<file path="src/hw/rtl/cpn_pkg.sv">
// ----------------------------------------------------------------------------
// cpn_pkg
// Shared widths, beat types and the output packing function of the
// normalized cross product pipeline.
// ----------------------------------------------------------------------------
package cpn_pkg;

    localparam int OUT_W    = 34;
    localparam int OUT_FRAC = 16;
    localparam int M_W      = 31;   // component magnitude after range shift
    localparam int SH_W     = 5;    // range shift amount
    localparam int SUM_W    = 64;   // sum of squares and root work width
    localparam int N_W      = 32;   // vector length
    localparam int REM_W    = 48;   // divider remainder
    localparam int Q_W      = 17;   // quotient, at most 2^16
    localparam int ROOT_STEPS = 32;

    // beat moving down the square root chain
    typedef struct packed {
        logic                        valid;
        logic                        norm;
        logic [2:0]                  neg;
        logic [2:0][M_W-1:0]         m;
        logic [2:0][OUT_W-1:0]       raw;
        logic [SUM_W-1:0]            rem;
        logic [SUM_W-1:0]            root;
    } t_sq_beat;

    // beat moving down the divider chain
    typedef struct packed {
        logic                        valid;
        logic                        norm;
        logic                        zero;
        logic [2:0]                  neg;
        logic [2:0][OUT_W-1:0]       raw;
        logic [N_W-1:0]              n;
        logic [2:0][REM_W-1:0]       rem;
        logic [2:0][Q_W-1:0]         q;
    } t_dv_beat;

    // saturate a sign and magnitude into a signed Q18.16 (34-bit) word
    function automatic logic [OUT_W-1:0] pack_out(input logic neg, input logic [63:0] mag);
        logic [63:0] lim;
        logic [63:0] m2;
        lim = neg ? (64'(1) << (OUT_W - 1)) : ((64'(1) << (OUT_W - 1)) - 64'(1));
        m2  = (mag > lim) ? lim : mag;
        return neg ? OUT_W'(64'(0) - m2) : OUT_W'(m2);
    endfunction

endpackage

</file>
<file path="src/hw/rtl/cpn_sqrt_cell.sv">
// ----------------------------------------------------------------------------
// cpn_sqrt_cell
// One digit of the integer square root: trial subtract of root + 4^K.
// ----------------------------------------------------------------------------
module cpn_sqrt_cell
    import cpn_pkg::*;
#(
    parameter int K = 31
) (
    input  logic     i_clk,
    input  logic     i_rst_n,
    input  logic     i_en,
    input  t_sq_beat i_beat,
    output t_sq_beat o_beat
);

    localparam logic [SUM_W-1:0] BIT = SUM_W'(1) << (2 * K);

    logic [SUM_W-1:0] trial;
    logic             ge;
    t_sq_beat         n_beat;

    // try to take this digit
    always_comb begin
        trial  = i_beat.root + BIT;
        ge     = i_beat.rem >= trial;
        n_beat = i_beat;
        if (ge) begin
            n_beat.rem  = i_beat.rem - trial;
            n_beat.root = (i_beat.root >> 1) + BIT;
        end else begin
            n_beat.root = i_beat.root >> 1;
        end
    end

    // hand to the next cell
    always_ff @(posedge i_clk) begin
        if (!i_rst_n) begin
            o_beat.valid <= 1'b0;
        end else if (i_en) begin
            o_beat <= n_beat;
        end
    end

endmodule

</file>
<file path="config.mk">
export PLATFORM = sky130hd
export DESIGN_NAME = cpn_sqrt_cell
export DESIGN_NICKNAME = d
export VERILOG_FILES = /design/src/hw/rtl/cpn_pkg.sv /design/src/hw/rtl/cpn_sqrt_cell.sv
export SDC_FILE = /design/constraint.sdc
export NUM_CORES = 1
export LEC_CHECK = 0
export ABC_AREA = 0
export BUFFER_PORTS_ARGS = -buffer_cell sky130_fd_sc_hd__buf_2
export CAP_MARGIN = 20
export CORE_AREA = 2 2 256 258
export CTS_BUF_LIST = sky130_fd_sc_hd__clkbuf_8 sky130_fd_sc_hd__clkbuf_16
export CTS_CLUSTER_SIZE = 30
export DETAILED_ROUTE_END_ITERATION = 10
export DIE_AREA = 0 0 258 260
export PLACE_DENSITY = 0.49
export SLEW_MARGIN = 10
export SYNTH_ARGS = -nofsm -noshare
export SYNTH_HDL_FRONTEND = slang
export SYNTH_SLANG_ARGS = --single-unit
</file>
<file path="constraint.sdc">
create_clock -name i_clk -period 26.8 [get_ports i_clk]
set_input_delay 1.34 -clock i_clk [delete_from_list [all_inputs] [get_ports i_clk]]
set_output_delay 1.34 -clock i_clk [all_outputs]
set_load 0.01 [all_outputs]
</file>
==> results of run 1 <==
[final cells by class]
cell class,instances,area [µm²],area share [%]
inverter,78,293,1.44
clock buffer,41,1030,5.04
tap,855,1070,5.25
sequential,328,9840,48.3
multi-input combinational,664,4500,22.1
timing repair buffer,664,3340,16.4
clock inverter,33,285,1.40
antenna,7,17.5,0.0860
[worst max path at each step]
stage / to / slack [ps] / cells after the start
6_report: o_beat[244] / 22380 / 5
5_1_grt: o_beat[244] / 22080 / 5
4_1_cts: o_beat[244] / 22310 / 5
3_5_place_dp: o_beat[244] / 21690 / 5
3_3_place_gp: o_beat[152] / 21790 / 5
2_1_floorplan: o_beat[0] / 17360 / 1
[metrics by stage]
step	hold WS [ps]	util (%)	total power, mW	std cells	worst slack (ps)
after global placement	503	29.7	0.879	2589	21790
after CTS	526	31.7	1.44	2663	22310
final	535	31.8	1.41	2670	22380
after floorplan	538	-	0.774	1104	17360
after global routing	580	31.7	1.48	2663	22080
after detailed placement	510	29.7	0.880	2589	21690
[cells in the mapped netlist (4+ instances only)]
master    count
o21a_1       11
o21ai_1      10
o211ai_1      7
xor2_1       21
mux2_1       12
nand4_1      24
nor3_1       13
nand2_1      54
a211oi_1      6
inv_1        78
nand3_1       7
or3_1         8
o21ai_0      34
clkbuf_1     13
o21bai_1     12
edfxtp_1    327
a31oi_1       7
ha_1         64
mux2i_1       4
and2_1        6
buf_2        17
xnor2_1      38
a21oi_1     112
and3_1        7
o31ai_1       5
or2_2         4
nand2b_1     14
nor2_1       90
nor2b_1       8
a21o_1       32
[power groups by stage]
stage	sequential (mW)	combinational, mW	clock (mW)
floorplan	0.661	0.113	0
global placement	0.633	0.246	0
detailed placement	0.633	0.247	0
CTS	0.623	0.249	0.567
global route	0.626	0.267	0.583
finish	0.623	0.244	0.548
[kinds of logic after synthesis]
logic type | Yosys count
flip-flops | 328
buffers and inverters | 112
XOR/XNOR | 59
AND/OR/NAND/NOR | 251
adder cells (fa/ha/maj) | 65
multiplexers | 17
AO/OA/AOI/OAI | 272
[layer usage]
| layer | up-vias | wire (µm) | share of wire [%] | track usage [%] |
|---|---|---|---|---|
| met4 | 36 | 1700 | 2.8 | 5.06 |
| met5 | - | 249 | 0.41 | 0 |
| met3 | 125 | 5090 | 8.5 | 6.00 |
| met1 | 5707 | 22300 | 37 | 18.8 |
| met2 | 481 | 30700 | 51 | 30.7 |
| li1 | 5518 | - | - | - |
[worst register-to-register path: cells and delay by family (launching register included)]
| kind | cells | cell delay [ps] |
|---|---|---|
| DFF | 1 | 310 |
| muxes | 1 | 140 |
| and+or+nand+nor | 1 | 60 |
==> out/qor.yml, run 1 <==
run_status:
  status: "complete, no violations"
worst_setup_path:
  r2r-end: "o_beat[327]"
  critical_path.cell_chain: "buf_2, and2_4, buf_4, buf_4, buf_4"
  cp_max_fo: 74
  startpoint: "i_en"
  r2r_slack_ps: 26190
  cpMostUsedCell: "buf_4"
  critical_path_class: "in -> reg"
  cp.buffers_inverters: 4
  crit_family: "buffers and inverters"
  crit_path_start_kind: "input pin"
  worstPathArrival_ps: 4600
  rr_startpoint: "o_beat[327]"
  worstRegToRegCells: 2
  cpPeakStageDelay_ps: 880
  crit_slowest_cell: "buf_4"
  critPathRequiredTime_ps: 26980
  worstSetupEndpointType: "flop"
power:
  clkPwrFrac_pct: 38.8
  switching_power_uw: 390
  vdd_drop_max_uv: 47.7
  p_per_area_nw_per_um2: 69.5
  swShare_pct: 27.5
  p_leak_nw: 8.62
  p_int_mw: 1.03
  power_frac_comb_pct: 17.2
  p_seq_share_pct: 44.0
logic_synthesis:
  synth-xor-area-share_pct: 3.50
  synthSimpleGateAreaFrac_pct: 8.39
  synth-edff-count: 327
  yosys_warnings: 0
  synth.area.top_cells: "edfxtp_1 (66%), ha_1 (5.4%), a21oi_1 (3.8%), nor2_1 (2.3%), xnor2_1 (2.3%)"
  synth_nets: 1500
  synth_top_family_by_area: "compound AO/OA/AOI/OAI gates"
  synth_top_cell_by_area: "edfxtp_1"
  ys_seq_area_share_pct: 66.6
  syn_area_um2: 14800
  syn_inst: 1104
  synth_top_flop_cell: "edfxtp_1"
  syn_area_per_cell_um2: 13.4
  synth-seq-cells: 328
  synthArstFlopShare_pct: 0
  synth_mux_area_share_pct: 1.26
  synthAdderAreaFrac_pct: 5.56
  synth_compound_area_share_pct: 11.7
  ys_types: 68
  synth_top_area_share_pct: 66.5
clock_tree:
  post_cts_resized: 0
  clk_latency_ps: 540
  postCtsHoldBufs: 0
  cts_tree: "built"
  max-clock-path-buffers: 3
  post_cts_buffers: 0
  cts_max_level: 2
  clk_pin_slew_ps: 60
  clockRootBuffer: "clkbuf_16"
  cts_inserted_buffers: 40
  cts.sinks: 328
die:
  rows: 93
  core_area_um2: 64100
  die_y_um: 260
  ios: 659
  die_w_um: 258
  dieArea_um2: 67100
  start_util_pct: 23.0
grt:
  track_usage_pct: 17.0
  grt_pass1_wl_um: 83000
  grt_pass1_vias: 11839
  grt-ovfl-total: 0
  grt_max_degree: 79
  antenna_found_initial: 35
sta:
  hold_viol_final: 0
  min_period_ps: 4420
  worst_slew_pin_slew_ps: 1040
  slew_headroom_pct: 30.8
  fin_crit_sh_pct: 16.5
  rsz0062_at_grt: "no"
  setup_viol: 0
  fin_skew_ps: 0
  fmax_mhz: 226
  finalSetupTns_ps: 0
  slew_violations: 0
cells_and_area:
  nets: 2172
  area_growth_pct: 37.9
  final_common_cell: "buf_2"
  most-common-layout-cells: "buf_2 (658), edfxtp_1 (327), a21oi_1 (112), nor2_1 (90), inv_1 (83)"
  fillCellCount: 6583
  regMostFlops: "o_beat"
  design_area_um2: 20400
  reg.largest.list: "o_beat (328)"
  largest_register_ffs: 328
  drive_above_1_share_pct: 41.2
place:
  dpl_cell_area_um2: 19000
  gp_congestion: 0.852
  port_buffers: 658
  dp_hpwl_um: 48800
detailed_routing:
  via_per_inst: 4.44
  wl_per_cell_um: 22.5
  drt_wl_total_um: 60100
  route.detailed.drc: 0
  dr.pass1.iters: 7
  vias: 11867
  drtIter0Drc: 963
  drtAntennaViolNets: 0
worst_hold_path:
  hold_class: "reg -> reg"
  hold_depth: 2
  hold_start: "o_beat[327]"
  whs_endpoint: "o_beat[327]"
flow_run:
  maxCapViolCount: 0
Note: power is estimated with default switching activity, not from simulation.
==> run 2, diff against run 1 <==
Settings changed: CORE_AREA 2 2 256 258 to 2 2 260 262, DIE_AREA 0 0 258 260 to 0 0 262 264.
Clock period 26.8 ns to 3.7 ns, I/O delays scaled along.
==> out/qor.yml, run 2 (synthesis results as in run 1) <==
run_status:
  status: "complete, no violations"
sta:
  fin_crit_sh_pct: 94.3
  setup_viol: 0  # unchanged
  fmax_mhz: 287
  setup_ws_ps: 212  # -22,160 ps
  worst_slew_pin_slew_ps: 680  # -358 ps
  min_period_ps: 3490
  fin_skew_ps: 0  # unchanged
  finalSetupTns_ps: 0  # unchanged
  finalHoldWorstSlack_ps: 52.2  # -483 ps
  slew_headroom_pct: 54.6  # +24 points
  rsz0062_at_grt: "no"
  slew_violations: 0  # unchanged
  hold_viol_final: 0  # unchanged
place:
  dp_cells: 2623  # +1.3%
  gp_congestion: 0.863  # +1.4%
  dp_hpwl_um: 51400  # +5.2%
  port_buffers: 658  # unchanged
  place_ws_ps: 95.6  # -21,590 ps
  dpl_cell_area_um2: 19200  # +1.1%
power:
  p_per_area_nw_per_um2: 445  # +540%
  finalPower_mw: 10.6  # +650%
  p_leak_nw: 10.1  # +17%
  vdd_drop_max_uv: 321  # +570%
worst_setup_path:
  cp_max_fo: 5  # -93%
  cpPeakStageDelay_ps: 520  # -360 ps
  startpoint: "i_beat[9]"
  crit_slowest_cell: "dlygate4sd3_1"
  worstPathArrival_ps: 3810  # -790 ps
  worstSetupEndpointType: "flop"
  r2r_slack_ps: 2540  # -23,650 ps
  rr_startpoint: "o_beat[327]"
  cp.buffers_inverters: 4  # unchanged
  worstRegToRegCells: 3  # +1
  critical_path_class: "in -> reg"
  critPathRequiredTime_ps: 4020  # -22,960 ps
  crit_path_start_kind: "input pin"
  crit_family: "compound AO/OA/AOI/OAI gates"
  timing.critical_path.to: "o_beat[118]"
  cp.depth: 15  # +10
  r2r-end: "o_beat[327]"
  critical_path.cell_chain: "dlygate4sd3_1, buf_2, inv_1, ha_1, a211oi_1, nor2_1, o41ai_1, o31ai_1, a211oi_2, o21ai_1, buf_4, a31oi_2, o21ai_0, xor2_1, mux2_1"
grt:
  grt_max_degree: 101  # +28%
  grt_pass1_vias: 13623  # +15%
  grt_pass1_wl_um: 92000  # +11%
  antenna_found_initial: 17  # -51%
  track_usage_pct: 18.1  # +1.1 points
  grt-ovfl-total: 0  # unchanged
detailed_routing:
  drtIter0Drc: 920  # -4.5%
  dr.pass1.iters: 7  # unchanged
  met1_length_um: 24600  # +10%
  route.detailed.drc: 0  # unchanged
  drtAntennaViolNets: 0  # unchanged
  vias: 13155  # +11%
  wl_per_cell_um: 21.5  # -4.4%
  wl_met3_um: 4380  # -14%
  drt_wl_total_um: 65200  # +8.5%
  via_per_inst: 4.34  # -2.3%
  highest_layer: "met5"
  wl_met2_um: 33500  # +9.0%
die:
  dieArea_um2: 69200  # +3.1%
  die_y_um: 264  # +1.5%
  rows: 95  # +2.2%
  ios: 659  # unchanged
  die_w_um: 262  # +1.6%
  start_util_pct: 22.2  # -0.85 points
  core_area_um2: 66600  # +3.8%
cells_and_area:
  nets: 2512  # +16%
  largest_register_ffs: 328  # unchanged
  drive_above_1_share_pct: 35.6  # -5.6 points
  regMostFlops: "o_beat"
  instances_no_fill: 3030  # +13%
  area_growth_pct: 61.5
  fillCellCount: 6599  # +0.24%
  final_common_cell: "buf_2"
  reg.largest.list: "o_beat (328)"
  most-common-layout-cells: "buf_2 (658), edfxtp_1 (327), dlygate4sd3_1 (324), a21oi_1 (112), nor2_1 (90)"
  design_area_um2: 23800  # +17%
  fin_util_pct: 35.8  # +4.1 points
clock_tree:
  cts_max_level: 2  # unchanged
  cts_tree: "built"
  clk_pin_slew_ps: 60  # about the same
  max-clock-path-buffers: 3  # unchanged
  cts.sinks: 328  # unchanged
  clk_latency_ps: 570  # +30 ps
  clockRootBuffer: "clkbuf_16"
  cts_inserted_buffers: 40  # unchanged
worst_hold_path:
  hold_class: "in -> reg"
flow_run:
  maxCapViolCount: 0  # unchanged
[run 2: worst min-delay path by stage]
| stage | end | from | cells after the start | slack [ps] |
|---|---|---|---|---|
| floorplan | o_beat[0] | i_beat[1] | 0 | 280 |
| global placement | o_beat[223] | i_beat[223] | 1 | 360 |
| detailed placement | o_beat[240] | i_beat[240] | 1 | 360 |
| CTS | o_beat[103] | i_beat[103] | 3 | 2 |
| global route | o_beat[103] | i_beat[103] | 3 | 50 |
| finish | o_beat[103] | i_beat[103] | 3 | 50 |
[run 2: worst reg2reg max path, stage by stage, from the launching register on]
cell and delay [ps]:
dfxtp_1 300, mux2i_1 120, nor2b_1 60, dlygate4sd3_1 550
[run 2: layer usage]
layer | global-route usage (%) | up-vias
met4 | 7.42 | 10
met1 | 19.8 | 6344
met3 | 4.48 | 95
met2 | 33.0 | 522
met5 | 0 | -
li1 | - | 6184
[run 2: report_power, final]
group / switching, mW / internal [mW]
sequential: 0.0768 / 4.43
combinational: 1.20 / 0.941
clock: 1.69 / 2.28
[run 2: layout make-up]
cell class	count	area, µm²	share of cell area, %
Timing Repair Buffer	1004	6770	28.4
Clock inverter	31	318	1.33
Sequential cell	328	9840	41.3
Multi-Input combinational cell	664	4510	18.9
Tap cell	873	1090	4.58
Clock buffer	40	1000	4.20
Inverter	78	293	1.23
Antenna cell	12	30.0	0.126
[run 2: timing repair]
item                                    CTS  global route
endpoints found under the setup margin    0             3
buffers inserted                          0             0
hold buffers                            324             0
resized for setup                         0             3
hold endpoints to repair                323             0
==> run 3, diff against run 2 <==
Settings changed: CORE_AREA 2 2 260 262 to 2 2 253 255, DIE_AREA 0 0 262 264 to 0 0 255 257, PLACE_DENSITY 0.49 to 0.51.
==> out/qor.yml, run 3 (synthesis results as in run 1) <==
run_status:
  status: "complete, no violations"
worst_setup_path:
  critical_path.cell_chain: "dlygate4sd3_1, buf_2, inv_1, ha_1, fa_1, nand2b_1, a21oi_1, nor2_1, and4bb_2, a211oi_2, o21ai_1, a31oi_2, o21ai_0, xor2_1, mux2_1"
  crit_path_start_kind: "input pin"
  worstPathArrival_ps: 3940  # +130 ps
  cp_max_fo: 5  # unchanged
  cpPeakStageDelay_ps: 520  # about the same
  crit_slowest_cell: "dlygate4sd3_1"
  critical_path_class: "in -> reg"
  critPathRequiredTime_ps: 4010  # about the same
  worstSetupEndpointType: "flop"
power:
  p_per_area_nw_per_um2: 445  # about the same
  p_leak_nw: 10.1  # +0.54%
  vdd_drop_max_uv: 327  # +2.0%
grt:
  track_usage_pct: 18.2  # +0.090 points
  grt-ovfl-total: 0  # unchanged
  grt_pass1_wl_um: 88100  # -4.2%
  antenna_found_initial: 21  # +4
  grt_pass1_vias: 13721  # +0.72%
  grt_max_degree: 107  # +5.9%
detailed_routing:
  wl_per_cell_um: 20.7  # -4.1%
  drt_wl_total_um: 62200  # -4.6%
  vias: 13233  # +0.59%
  route.detailed.drc: 0  # unchanged
  drtIter0Drc: 781  # -15%
  via_per_inst: 4.39  # +1.1%
  drtAntennaViolNets: 0  # unchanged
  dr.pass1.iters: 5  # -2
die:
  ios: 659  # unchanged
  dieArea_um2: 65500  # -5.3%
  die_w_um: 255  # -2.7%
  rows: 92  # -3.2%
  core_area_um2: 62700  # -5.8%
  start_util_pct: 23.5  # +1.4 points
  die_y_um: 257  # -2.7%
sta:
  fin_crit_sh_pct: 98.2  # +3.9 points
  hold_viol_final: 0  # unchanged
  finalSetupTns_ps: 0  # unchanged
  fin_skew_ps: 0  # unchanged
  setup_ws_ps: 66.0  # -146 ps
  slew_violations: 0  # unchanged
  rsz0062_at_grt: "no"
  worst_slew_pin_slew_ps: 710  # +29.9 ps
  slew_headroom_pct: 52.2  # -2.5 points
  setup_viol: 0  # unchanged
  min_period_ps: 3630  # +146 ps
  fmax_mhz: 275  # -4.0%
cells_and_area:
  multi_input_area_um2: 4510  # unchanged
  regArea_um2: 9840  # unchanged
  largest_register_ffs: 328  # unchanged
  regMostFlops: "o_beat"
  nets: 2523  # +0.44%
  most-common-layout-cells: "buf_2 (658), edfxtp_1 (327), dlygate4sd3_1 (323), a21oi_1 (112), nor2_1 (90)"
  drive_above_1_share_pct: 35.9  # +0.36 points
  instances_no_fill: 3014  # -0.53%
  fillCellCount: 6066  # -8.1%
  reg.largest.list: "o_beat (328)"
  area_growth_pct: 62.0
  final_common_cell: "buf_2"
clock_tree:
  max-clock-path-buffers: 3  # unchanged
  clockRootBuffer: "clkbuf_16"
  cts_inserted_buffers: 41  # +2.5%
  post_cts_buffers: 0  # unchanged
  clk_pin_slew_ps: 60  # about the same
  cts_tree: "built"
  cts.sinks: 328  # unchanged
  cts_max_level: 2  # unchanged
  clk_latency_ps: 550  # -20 ps
place:
  dp_cells: 2607  # -0.61%
  port_buffers: 658  # unchanged
  place_ws_ps: 137  # +40.9 ps
  gp_congestion: 0.881  # +2.0%
  dp_hpwl_um: 48700  # -5.2%
worst_hold_path:
  hold_class: "in -> reg"
flow_run:
  maxCapViolCount: 0  # unchanged
run 3: changes by cell type in the layout (fill, tap and decap cells not counted), sizes merged:
cell	previous run	this run
clkinv	14	12
diode	12	11
clkinvlp	5	7
dlygate4sd3	324	323
bufinv	4	3
clkbuf	40	43
buf	680	691
run 3: path summary, 6_finish.rpt:
kind | cells after the start | startpoint | slack [ps] | end
worst max-delay path | 15 | i_beat[64] | 70 | o_beat[118]
worst min register to register | 3 | o_beat[327] | 1050 | o_beat[327]
worst max register to register | 3 | o_beat[327] | 2570 | o_beat[327]
worst min-delay path | 3 | i_beat[99] | 30 | o_beat[99]
run 3: what timing repair did:
item	4_1_cts	5_1_grt
gates resized for setup	0	2
setup endpoints to repair	0	4
hold buffers	323	0
hold endpoints to repair	323	0
run 3: through the flow:
step / hold WS, ps / power [mW] / util [%] / area, µm²
finish: 25.8 / 10.7 / 38.1 / 23900
global route: 30.6 / 11.1 / 38.1 / 23900
CTS: 5.21 / 10.8 / 38.1 / 23900
detailed placement: 363 / 6.44 / 30.8 / 19300
global placement: 362 / 6.43 / 30.8 / 19300
floorplan: 284 / 5.56 / - / 14800
run 3: area by class of cell:
class / count / share of cell area [%]
clock buffer: 43 / 4.45
antenna: 11 / 0.115
timing repair buffer: 1014 / 28.7
clock inverter: 30 / 1.16
sequential: 328 / 41.1
multi-input combinational: 664 / 18.8
tap: 846 / 4.42
inverter: 78 / 1.22
run 3: routing by layer:
layer / track usage (%) / up-vias / share of wire [%]
met5: 0 / - / 0.18
met4: 10.9 / 18 / 6.5
met3: 5.13 / 134 / 7.2
met2: 31.3 / 508 / 48
met1: 19.8 / 6362 / 38
li1: - / 6211 / -
run 3: worst max-delay path: cells and delay by family:
family                     cells  cell delay [ps]
AOI/OAI and AO/OA              5             1390
and+or+nand+nor                3              640
xor gates and xnor gates       1              110
buffers and inverters          3              670
muxes                          1              300
adders and majority gates      2              630
run 3: report_power, final:
| group | leakage, nW | switching (mW) | internal (mW) |
|---|---|---|---|
| sequential | 3.08 | 0.0790 | 4.43 |
| clock | 0.652 | 1.69 | 2.32 |
| combinational | 6.40 | 1.18 | 0.952 |
| total | 10.1 | 2.95 | 7.70 |
