--- src/hw/rtl/cpn_pkg.sv ---
// ----------------------------------------------------------------------------
// cpn_pkg
// Shared widths, beat types and the output packing function of the
// normalized cross product pipeline.
// ----------------------------------------------------------------------------
package cpn_pkg;

    localparam int OUT_W    = 34;
    localparam int OUT_FRAC = 16;
    localparam int M_W      = 31;   // component magnitude after range shift
    localparam int SH_W     = 5;    // range shift amount
    localparam int SUM_W    = 64;   // sum of squares and root work width
    localparam int N_W      = 32;   // vector length
    localparam int REM_W    = 48;   // divider remainder
    localparam int Q_W      = 17;   // quotient, at most 2^16
    localparam int ROOT_STEPS = 32;

    // beat moving down the square root chain
    typedef struct packed {
        logic                        valid;
        logic                        norm;
        logic [2:0]                  neg;
        logic [2:0][M_W-1:0]         m;
        logic [2:0][OUT_W-1:0]       raw;
        logic [SUM_W-1:0]            rem;
        logic [SUM_W-1:0]            root;
    } t_sq_beat;

    // beat moving down the divider chain
    typedef struct packed {
        logic                        valid;
        logic                        norm;
        logic                        zero;
        logic [2:0]                  neg;
        logic [2:0][OUT_W-1:0]       raw;
        logic [N_W-1:0]              n;
        logic [2:0][REM_W-1:0]       rem;
        logic [2:0][Q_W-1:0]         q;
    } t_dv_beat;

    // saturate a sign and magnitude into a signed Q18.16 (34-bit) word
    function automatic logic [OUT_W-1:0] pack_out(input logic neg, input logic [63:0] mag);
        logic [63:0] lim;
        logic [63:0] m2;
        lim = neg ? (64'(1) << (OUT_W - 1)) : ((64'(1) << (OUT_W - 1)) - 64'(1));
        m2  = (mag > lim) ? lim : mag;
        return neg ? OUT_W'(64'(0) - m2) : OUT_W'(m2);
    endfunction

endpackage

--- src/hw/rtl/cpn_div_cell.sv ---
// ----------------------------------------------------------------------------
// cpn_div_cell
// One quotient bit of three restoring divisions by the shared length.
// ----------------------------------------------------------------------------
module cpn_div_cell
    import cpn_pkg::*;
#(
    parameter int J = 16
) (
    input  logic     i_clk,
    input  logic     i_rst_n,
    input  logic     i_en,
    input  t_dv_beat i_beat,
    output t_dv_beat o_beat
);

    logic [REM_W-1:0] dsh;
    t_dv_beat         n_beat;

    // compare each lane against the divisor weighted by 2^J
    always_comb begin
        dsh    = REM_W'(i_beat.n) << J;
        n_beat = i_beat;
        for (int i = 0; i < 3; i++) begin
            if (i_beat.rem[i] >= dsh) begin
                n_beat.rem[i]  = i_beat.rem[i] - dsh;
                n_beat.q[i][J] = 1'b1;
            end else begin
                n_beat.q[i][J] = 1'b0;
            end
        end
    end

    // hand to the next cell
    always_ff @(posedge i_clk) begin
        if (!i_rst_n) begin
            o_beat.valid <= 1'b0;
        end else if (i_en) begin
            o_beat <= n_beat;
        end
    end

endmodule

--- config.mk ---
export PLATFORM = sky130hd
export DESIGN_NAME = cpn_div_cell
export DESIGN_NICKNAME = d
export VERILOG_FILES = /design/src/hw/rtl/cpn_pkg.sv /design/src/hw/rtl/cpn_div_cell.sv
export SDC_FILE = /design/constraint.sdc
export NUM_CORES = 1
export LEC_CHECK = 0
export ABC_AREA = 1
export BUFFER_PORTS_ARGS = -buffer_cell sky130_fd_sc_hd__buf_2
export CAP_MARGIN = 40
export CORE_AREA = 2 2 263 265
export CTS_CLUSTER_SIZE = 20
export DETAILED_ROUTE_END_ITERATION = 16
export DIE_AREA = 0 0 265 267
export SYNTH_ARGS = -nofsm -noshare
export SYNTH_HDL_FRONTEND = slang
export SYNTH_SLANG_ARGS = --single-unit
--- constraint.sdc ---
create_clock -name i_clk -period 13 [get_ports i_clk]
set_clock_uncertainty 0.05 [all_clocks]
set_input_delay 0.65 -clock i_clk [delete_from_list [all_inputs] [get_ports i_clk]]
set_output_delay 0.65 -clock i_clk [all_outputs]
set_load 0.005 [all_outputs]
==> results_dict.tcl, run 1 <==
set metrics [dict create \
    status "finished clean" \
    first_global_vias 17109 \
    fin_ws_ns 9.71 \
    synth.top_cells.by_area "edfxtp_1 (51%), nand2_1 (16%), inv_1 (8.1%)" \
    path_cells "buf_2 -> inv_1 -> ha_1 -> nand2_1 -> nor3_1 -> nand2_1 -> nor2_1 -> nand2_1 -> nand3_1 -> nand2_1 -> buf_4 -> nand3_1 -> nand2_1" \
    setup_tns_ns 0 \
    rr_worst_depth 2 \
    drtIter0Drc 1274 \
    power_mw 3.05 \
    yosys_warnings 0 \
    ys.flop_type "edfxtp_1" \
    vias 18086 \
    hold_class "input pin to register" \
    top_regs "o_beat (335)" \
    nFillCells 7153 \
    synth_xor_area_share_pct 1.86 \
    synth-async-reset-ratio_pct 0 \
    hold_slack_ns 0.223 \
    numPortBuffers 669 \
    slowest_stage "nor3_1" \
    nets 3487 \
    synth_area_um2 19800 \
    clkTransAtPathRegs_ns 0.06 \
    viasPerCell 4.57 \
    wl_per_cell_um 21.1 \
    finalWirelength_um 83400 \
    area_growth_pct 28.1 \
    max_stage_delay_ns 0.47 \
    drv_slew 0 \
    dieArea_um2 70800 \
    rsz0062_at_grt "false" \
    synth_fa_ha_area_share_pct 6.37 \
    final_cell_area_um2 25400 \
    grt_first_pass_wirelength_um 116000 \
    cts-hold-fix-buffers 0 \
    syn-instance-count 2360 \
    place_ws_ns 9.13 \
    critPathLaunchType "input pin" \
    worst_pin_slew_ns 1.00 \
    cts_buffers 40 \
    drt-pass1-iter-count 5 \
    htreeDepth 2 \
    drc_errors 0 \
    dp_hpwl_um 69400 \
    hold_viol 0 \
    synthesis.nets 2797 \
    synth.most_common_cell "nand2_1" \
    final_core_util_pct 37.3 \
    post_cts_buffers 0 \
    cpMostUsedCell "nand2_1" \
    crit_required_ns 13.25 \
    chipHeight_um 267 \
    antenna_found_initial 25 \
    ys_ff_latch 335 \
    ys_top_cells_by_count "nand2_1 (842), inv_1 (427), edfxtp_1 (334)" \
    initial_core_util_pct 29.1 \
    synth_top_area_share_pct 50.6 \
    fmax_ghz 0.304 \
    synth_compound_area_share_pct 2.04 \
    cts_sinks 335 \
    ios 673 \
    largest-register "o_beat" \
    dpl.cell_count 3890 \
    synthMuxAreaShare_pct 0 \
    cts_root_buffer "clkbuf_16" \
    grt_use_total_pct 22.8 \
    regArea_um2 10000 \
    cts-resized-gates 0 \
    drv_cap 0 \
    drive_gt1_share_pct 26.5 \
    finalCriticalPeriod_ns 3.29 \
    peakVddDrop_mv 0.0715 \
    die_w_um 265 \
    slew-limit-headroom_pct 33.1 \
    core_area_um2 68000 \
    arrival_ns 3.54 \
    ant_nets 0 \
    cp_max_fo 18 \
    synth_edf_count 334 \
    gr-total-overflow 0 \
    final-instance-count-excl-fill 3960 \
    largest_register_ffs 335 \
    p_leak_nw 12.9 \
    grt_start_max_net_pins 151 \
    power_density_nw_per_um2 120 \
    place_area_um2 24200 \
    yosys.area.top_type "edfxtp_1" \
    synth_top_family_by_area "simple AND/OR/NAND/NOR gates" \
    setup_viol 0 \
    cts_tree "yes" \
    core.rowCount 96 \
    min_period_over_period_pct 25.3 \
    worst_hold_path.num_cells 1 \
    multi_input_area_um2 7920 \
    syn-mean-instance-area_um2 8.39 \
    cts_buffer_depth 3 \
    clock_latency_ns 0.55 \
    ys_types 36 \
    seq_area_frac_synth_pct 50.7 \
    synthSimpleGateAreaFrac_pct 29.7 \
    crit_type "input pin to register" \
    routabilityCongestion 0.978 \
    cp-end-kind "register" \
]
[kinds of logic (layout without fill, tap and decap cells)]
kind of cell / after synthesis / in the layout
xor+xnor: 42 / 42
compound gates: 71 / 71
fa+ha+maj: 99 / 99
buf+inv: 463 / 1177
flops: 335 / 335
other cells: 0 / 4
simple gates: 1350 / 1350
[final cells by class]
type	count	share of cell area (%)
Sequential cell	335	39.6
Multi-Input combinational cell	1562	31.2
Timing Repair Buffer	677	13.7
Inverter	434	6.45
Tap cell	882	4.35
Clock buffer	47	4.05
Clock inverter	19	0.631
Antenna cell	4	0.0394
[layout by cell type, fill, tap and decap left out, types with 5 or more instances in the layout]
cell       count
nor3_1        13
xor2_1        39
nand2_2       24
and2_1         9
clkinv_2       5
o21bai_1       9
nand3_1      194
clkbuf_16     40
nand3b_1      10
nand4_1       34
ha_1          96
edfxtp_1     334
inv_1        426
a21oi_1       49
nand2_1      842
nand3_2       33
buf_2        669
nor2_1       166
nor2_2         9
clkinv_1      10
clkbuf_1       7
o21ai_0        7
[critical path, delay by kind of cell]
kind | cells | cell delay (ns)
and+or+nand+nor | 9 | 1.36
adders and majority gates | 1 | 0.42
buffers and inverters | 3 | 1.08
[report_power, final]
group / total (mW) / switching, mW / internal (mW)
sequential: 1.32 / 0.0218 / 1.29
combinational: 0.684 / 0.446 / 0.238
clock: 1.05 / 0.449 / 0.602
total: 3.05 / 0.917 / 2.13
[path summary, 6_finish.rpt]
path / end / from / slack (ns)
worst max register to register: o_beat[334]$_SDFFE_PN0P_ / o_beat[334]$_SDFFE_PN0P_ / 12.28
worst min-delay path: o_beat[266]$_DFFE_PP_ / i_beat[266] / 0.22
worst min register to register: o_beat[334]$_SDFFE_PN0P_ / o_beat[334]$_SDFFE_PN0P_ / 0.54
worst max-delay path: o_beat[93]$_DFFE_PP_ / i_beat[196] / 9.71
[per-layer routing]
layer / vias to the layer above / GRT usage (%) / share of wire, %
met2: 636 / 40.8 / 50
li1: 8926 / - / -
met5: - / 0 / 0.079
met4: 10 / 6.66 / 2.7
met3: 116 / 4.53 / 6.3
met1: 8398 / 27.5 / 41
Power figures use the tool's default switching activity.
==> run 2: changes to the inputs <==
--- a/config.mk
+++ b/config.mk
@@ -5,13 +5,13 @@
 export SDC_FILE = /design/constraint.sdc
 export NUM_CORES = 1
 export LEC_CHECK = 0
-export ABC_AREA = 1
+export ABC_AREA = 0
 export BUFFER_PORTS_ARGS = -buffer_cell sky130_fd_sc_hd__buf_2
 export CAP_MARGIN = 40
-export CORE_AREA = 2 2 263 265
+export CORE_AREA = 2 2 261 263
 export CTS_CLUSTER_SIZE = 20
 export DETAILED_ROUTE_END_ITERATION = 16
-export DIE_AREA = 0 0 265 267
+export DIE_AREA = 0 0 263 265
 export SYNTH_ARGS = -nofsm -noshare
 export SYNTH_HDL_FRONTEND = slang
 export SYNTH_SLANG_ARGS = --single-unit
==> constraint.sdc (replaced) <==
create_clock -name i_clk -period 2.66 [get_ports i_clk]
set_clock_uncertainty 0.05 [all_clocks]
set_input_delay 0.133 -clock i_clk [delete_from_list [all_inputs] [get_ports i_clk]]
set_output_delay 0.133 -clock i_clk [all_outputs]
set_load 0.005 [all_outputs]
==> results_dict.tcl, run 2 <==
set metrics [dict create \
    status "finished with violations" \
    violations "setup timing" \
    ys_types 69 \
    final_cell_mix "buf_2 (659), edfxtp_1 (334), dlygate4sd3_1 (331)" \
    yosys_warnings 0 \
    cts_buffer_depth 3 \
    ios 673 \
    r2r-end "o_beat[334]$_SDFFE_PN0P_" \
    ant_nets 0 \
    ys_top_cells_by_count "edfxtp_1 (334), a21oi_1 (97), ha_1 (96)" \
    synth.top_cells.by_area "edfxtp_1 (62%), ha_1 (7.4%), a21oi_1 (3.0%)" \
    layout_commonest_cell "buf_2" \
    ys.flop_type "edfxtp_1" \
    hold_viol 0 \
    viasPerCell 4.58 \
    hold_class "input pin to register" \
    wl_per_cell_um 23.1 \
    finalWirelength_um 80900 \
    ys_ff_latch 335 \
    synth_edf_count 334 \
    cp-end-kind "register" \
    yosys.area.top_type "edfxtp_1" \
    setup_viol 5 \
    cts_sinks 335 \
    synth_top_area_share_pct 61.7 \
    drv_cap 0 \
    grt_use_total_pct 21.6 \
    largest-register "o_beat" \
    grt-busiest-layer "met2" \
    top_regs "o_beat (335)" \
    synth_area_um2 16300 \
    rsz0062_at_grt "true" \
    routabilityCongestion 0.904 \
    syn-mean-instance-area_um2 13.2 \
    peakVddDrop_mv 0.457 \
    synth-async-reset-ratio_pct 0 \
    seq_area_frac_synth_pct 61.8 \
    crit_end "o_beat[95]$_DFFE_PP_" \
    drtIter0Drc 1085 \
    nFillCells 6243 \
    drc_errors 0 \
    critPathLaunchType "input pin" \
    numPortBuffers 669 \
    min_period_over_period_pct 101 \
    critPathLaunch "i_beat[198]" \
    chipHeight_um 265 \
    grt_start_max_net_pins 88 \
    grt_util_met3_pct 6.56 \
    use_met1_pct 24.4 \
    rr_worst_depth 3 \
    crit_required_ns 2.93 \
    dieArea_um2 69700 \
    gr-usage-met2_pct 38.4 \
    worst_pin_slew_ns 0.678 \
    area_growth_pct 80.3 \
    clkTransAtPathRegs_ns 0.06 \
    gr-total-overflow 0 \
    final-instance-count-excl-fill 3496 \
    largest_register_ffs 335 \
    worstReg2RegStart "o_beat[334]$_SDFFE_PN0P_" \
    crit_type "input pin to register" \
    syn-instance-count 1234 \
    core.rowCount 95 \
    cts_tree "yes" \
    dpl.cell_count 3036 \
    drv_slew 0 \
    synthesis.nets 1671 \
    clock_latency_ns 0.57 \
    first_global_vias 16414 \
    fmax_ghz 0.371 \
    cp_max_fo 3 \
    fin_ws_ns -0.0342 \
    arrival_ns 2.96 \
    drive_gt1_share_pct 49.0 \
    die_w_um 263 \
    cts_buffers 41 \
    core_area_um2 66800 \
    initial_core_util_pct 24.3 \
    power_density_nw_per_um2 557 \
    dp_hpwl_um 62100 \
    p_leak_nw 12.6 \
    nets 3017 \
    r2r_slack_ns 1.40 \
    synth.most_common_cell "edfxtp_1" \
    grt_first_pass_wirelength_um 110000 \
    power_mw 16.3 \
    antenna_found_initial 31 \
    finalCriticalPeriod_ns 2.69 \
    vias 16003 \
    cts_root_buffer "clkbuf_16" \
    drt-pass1-iter-count 5 \
    htreeDepth 2 \
    slew-limit-headroom_pct 54.4 \
]
[run 2: changes by cell type after synthesis, sizes merged, moves of 45 or more]
cell / previous run / this run
a21oi: 52 / 97
inv: 431 / 49
nand2: 866 / 79
nand3: 230 / 20
nor2: 178 / 79
o21ai: 7 / 79
[run 2: cell families after synthesis]
logic type / synth area share, %
flops: 61.8
compound gates: 12.1
simple gates: 8.80
fa+ha+maj: 7.76
xor+xnor: 4.31
buf+inv: 2.05
mux: 3.16
[run 2: where the power goes]
part           total [mW]  switching (mW)  internal [mW]  leakage, nW
registers            6.45           0.131           6.32         3.14
clock network        5.46            2.41           3.04        0.609
logic                4.42            2.12           2.29         8.88
total                16.3            4.67           11.7         12.6
[run 2: critical path, cell delays in order]
cell and delay [ns]:
buf_4 0.10, clkinvlp_4 0.15, ha_4 0.28, buf_4 0.13, buf_4 0.13, o211a_1 0.23
o31ai_2 0.09, a21oi_2 0.14, a31oi_4 0.34, a221oi_4 0.12, a21oi_2 0.24, a211oi_2 0.10
buf_4 0.15, a21bo_2 0.21, xor2_1 0.14, mux2_2 0.26
[run 2: repair_timing]
| action | CTS | global route |
|---|---|---|
| buffers inserted | 6 | 24 |
| hold buffers | 330 | 2 |
| hold endpoints to repair | 329 | 2 |
| endpoints found under the setup margin | 97 | 83 |
| gates cloned | 2 | 10 |
| pin swaps | 16 | 46 |
| gates resized for setup | 35 | 214 |
[run 2: stage by stage]
step	utilization [%]	setup slack, ns	hold slack (ns)	setup TNS (ns)	area [µm²]
after floorplan	-	-0.291	0.182	-106.16	16600
after global placement	34.7	-0.989	0.260	-78.01	23200
after detailed placement	34.7	-0.997	0.261	-77.48	23200
after CTS	42.0	-0.0282	0.0116	-0.110	28100
after global routing	43.8	-0.102	0.0465	-2.65	29300
final	43.9	-0.0342	0.0499	-0.0748	29300
[run 2: layer usage]
metal | vias to the layer above | part of all wire, %
met5 | - | 0.21
li1 | 7436 | -
met2 | 592 | 50
met4 | 28 | 3.3
met3 | 137 | 7.7
met1 | 7810 | 38
[run 2: final cells by class]
class                   instances  area, µm²  share of cell area, %
clock buffers                  47       1050                   3.58
multi-input cells             823       6970                   23.8
diodes                         13       32.5                  0.111
flip-flops and latches        335      10000                   34.3
inverters                      49        253                  0.862
well taps                     873       1090                   3.73
repair buffers               1330       9650                   32.9
clock inverters                26        210                  0.717
[run 2: worst min path at each step]
| stage | start | end | slack (ns) | depth (start not counted) |
|---|---|---|---|---|
| after floorplan | i_beat[0] | o_beat[0]$_DFFE_PP_ | 0.18 | 0 |
| after global placement | i_beat[234] | o_beat[234]$_DFFE_PP_ | 0.26 | 1 |
| after detailed placement | i_beat[35] | o_beat[35]$_DFFE_PP_ | 0.26 | 1 |
| after CTS | i_beat[67] | o_beat[67]$_DFFE_PP_ | 0.01 | 4 |
| after global routing | i_beat[195] | o_beat[115]$_DFFE_PP_ | 0.05 | 4 |
| final | i_beat[67] | o_beat[67]$_DFFE_PP_ | 0.05 | 4 |
==> run 3: changes to the inputs <==
--- a/config.mk
+++ b/config.mk
@@ -12,6 +12,7 @@
 export CTS_CLUSTER_SIZE = 20
 export DETAILED_ROUTE_END_ITERATION = 16
 export DIE_AREA = 0 0 263 265
+export PLACE_DENSITY = 0.46
 export SYNTH_ARGS = -nofsm -noshare
 export SYNTH_HDL_FRONTEND = slang
 export SYNTH_SLANG_ARGS = --single-unit
==> results_dict.tcl, run 3 (same netlist as run 2, synthesis figures left out) <==
set metrics [dict create \
    status "finished clean" \
    layout_commonest_cell "buf_2" \
    crit_required_ns 2.93 \
    ios 673 \
    grt_start_max_net_pins 115 \
    ant_nets 0 \
    gr-total-overflow 0 \
    vias 15664 \
    place_ws_ns -0.819 \
    cts_sinks 335 \
    antenna_found_initial 24 \
    largest_register_ffs 335 \
    finalCriticalPeriod_ns 2.64 \
    power_density_nw_per_um2 573 \
    wl_per_cell_um 23.0 \
    htreeDepth 2 \
    cp_max_fo 12 \
    grt_use_total_pct 21.9 \
    crit_type "input pin to register" \
    largest-register "o_beat" \
    core_area_um2 66800 \
    nFillCells 6439 \
    setup_viol 0 \
    worst_hold_path.num_cells 4 \
    place_area_um2 23100 \
    clock_latency_ns 0.59 \
    finalWirelength_um 79600 \
    critPathLaunchType "input pin" \
    top_regs "o_beat (335)" \
    fmax_ghz 0.378 \
    chipHeight_um 265 \
    cp-end-kind "register" \
    grt_first_pass_wirelength_um 111000 \
    p_leak_nw 12.3 \
    viasPerCell 4.52 \
    area_growth_pct 76.3 \
    arrival_ns 2.91 \
    rr_worst_depth 3 \
    dieArea_um2 69700 \
    final_cell_mix "buf_2 (663), edfxtp_1 (334), dlygate4sd3_1 (331)" \
    dpl.cell_count 3034 \
    core.rowCount 95 \
    slew-limit-headroom_pct 52.8 \
    dp_hpwl_um 62500 \
    nets 2991 \
    numPortBuffers 669 \
    fin_ws_ns 0.0152 \
    cts_root_buffer "clkbuf_16" \
    rsz0062_at_grt "true" \
    initial_core_util_pct 24.3 \
    drtIter0Drc 1024 \
    peakVddDrop_mv 0.376 \
    routabilityCongestion 0.960 \
    drc_errors 0 \
    die_w_um 263 \
    hold_slack_ns 0.0331 \
    hold_class "input pin to register" \
    final_cell_area_um2 28700 \
    drv_cap 0 \
    drv_slew 0 \
    hold_viol 0 \
    final-instance-count-excl-fill 3467 \
    cts_buffers 43 \
    worst_pin_slew_ns 0.708 \
    drt-pass1-iter-count 5 \
    first_global_vias 16172 \
    min_period_over_period_pct 99.4 \
    cts_tree "yes" \
    cts_buffer_depth 3 \
    drive_gt1_share_pct 46.3 \
    clkTransAtPathRegs_ns 0.06 \
]
run 3: changes by cell type in the layout (fill, tap and decap cells not counted), moves of 7 or more:
cell,change
nand2_1,+27
o21ai_1,-7
nand2_2,-17
o21ai_2,-14
buf_12,-7
nand2_4,-10
o21ai_0,+22
buf_4,-13
nor2_4,-7
run 3: path summary, 6_finish.rpt:
| check | startpoint | to | slack (ns) |
|---|---|---|---|
| setup / recovery | i_beat[197] | o_beat[167]$_DFFE_PP_ | 0.02 |
| hold reg to reg | o_beat[334]$_SDFFE_PN0P_ | o_beat[334]$_SDFFE_PN0P_ | 1.04 |
| setup reg to reg | o_beat[334]$_SDFFE_PN0P_ | o_beat[334]$_SDFFE_PN0P_ | 1.46 |
| hold / removal | i_beat[137] | o_beat[137]$_DFFE_PP_ | 0.03 |
run 3: where the power goes:
group	switching, mW	total, mW	internal, mW
clock	2.51	5.89	3.38
sequential	0.116	6.44	6.32
combinational	1.99	4.11	2.12
run 3: critical path, stage by stage:
cell,delay (ns)
buf_2,0.13
inv_6,0.11
ha_4,0.21
nor2b_2,0.15
o31a_1,0.29
o31a_1,0.36
o211ai_1,0.30
o21ai_2,0.09
buf_6,0.14
o21ai_2,0.12
a21oi_2,0.08
o221ai_4,0.22
buf_12,0.20
mux2_2,0.34
run 3: final cells by class:
cell class / instances / area, µm² / share of cell area [%]
diodes: 9 / 22.5 / 0.0786
flip-flops and latches: 335 / 10000 / 35.1
repair buffers: 1302 / 9190 / 32.1
multi-input cells: 823 / 6660 / 23.2
clock inverters: 29 / 302 / 1.05
well taps: 873 / 1090 / 3.81
inverters: 49 / 251 / 0.878
clock buffers: 47 / 1090 / 3.81
run 3: repair_timing:
| item | in CTS | in global routing |
|---|---|---|
| hold buffers | 331 | 0 |
| endpoints found under the hold margin | 330 | 0 |
| setup buffers | 7 | 7 |
| resized for setup | 39 | 81 |
| endpoints found under the setup margin | 72 | 85 |
| pin swaps | 14 | 26 |
| cloned | 1 | 4 |
run 3: stage by stage:
stage	utilization [%]	power [mW]	setup TNS (ns)
final	42.9	16.4	0
after global placement	34.6	9.99	-64.19
after floorplan	-	8.15	-106.16
after CTS	42.1	16.5	0
after detailed placement	34.6	10.0	-66.13
after global routing	42.9	17.2	-0.222
run 3: metal layers:
metal | wire (µm) | global-route usage (%) | vias to the layer above | part of all wire, %
li1 | - | - | 7368 | -
met1 | 31500 | 25.1 | 7621 | 40
met2 | 39800 | 39.0 | 524 | 50
met3 | 5660 | 6.30 | 125 | 7.1
met4 | 2500 | 7.14 | 26 | 3.1
met5 | 161 | 0 | - | 0.20
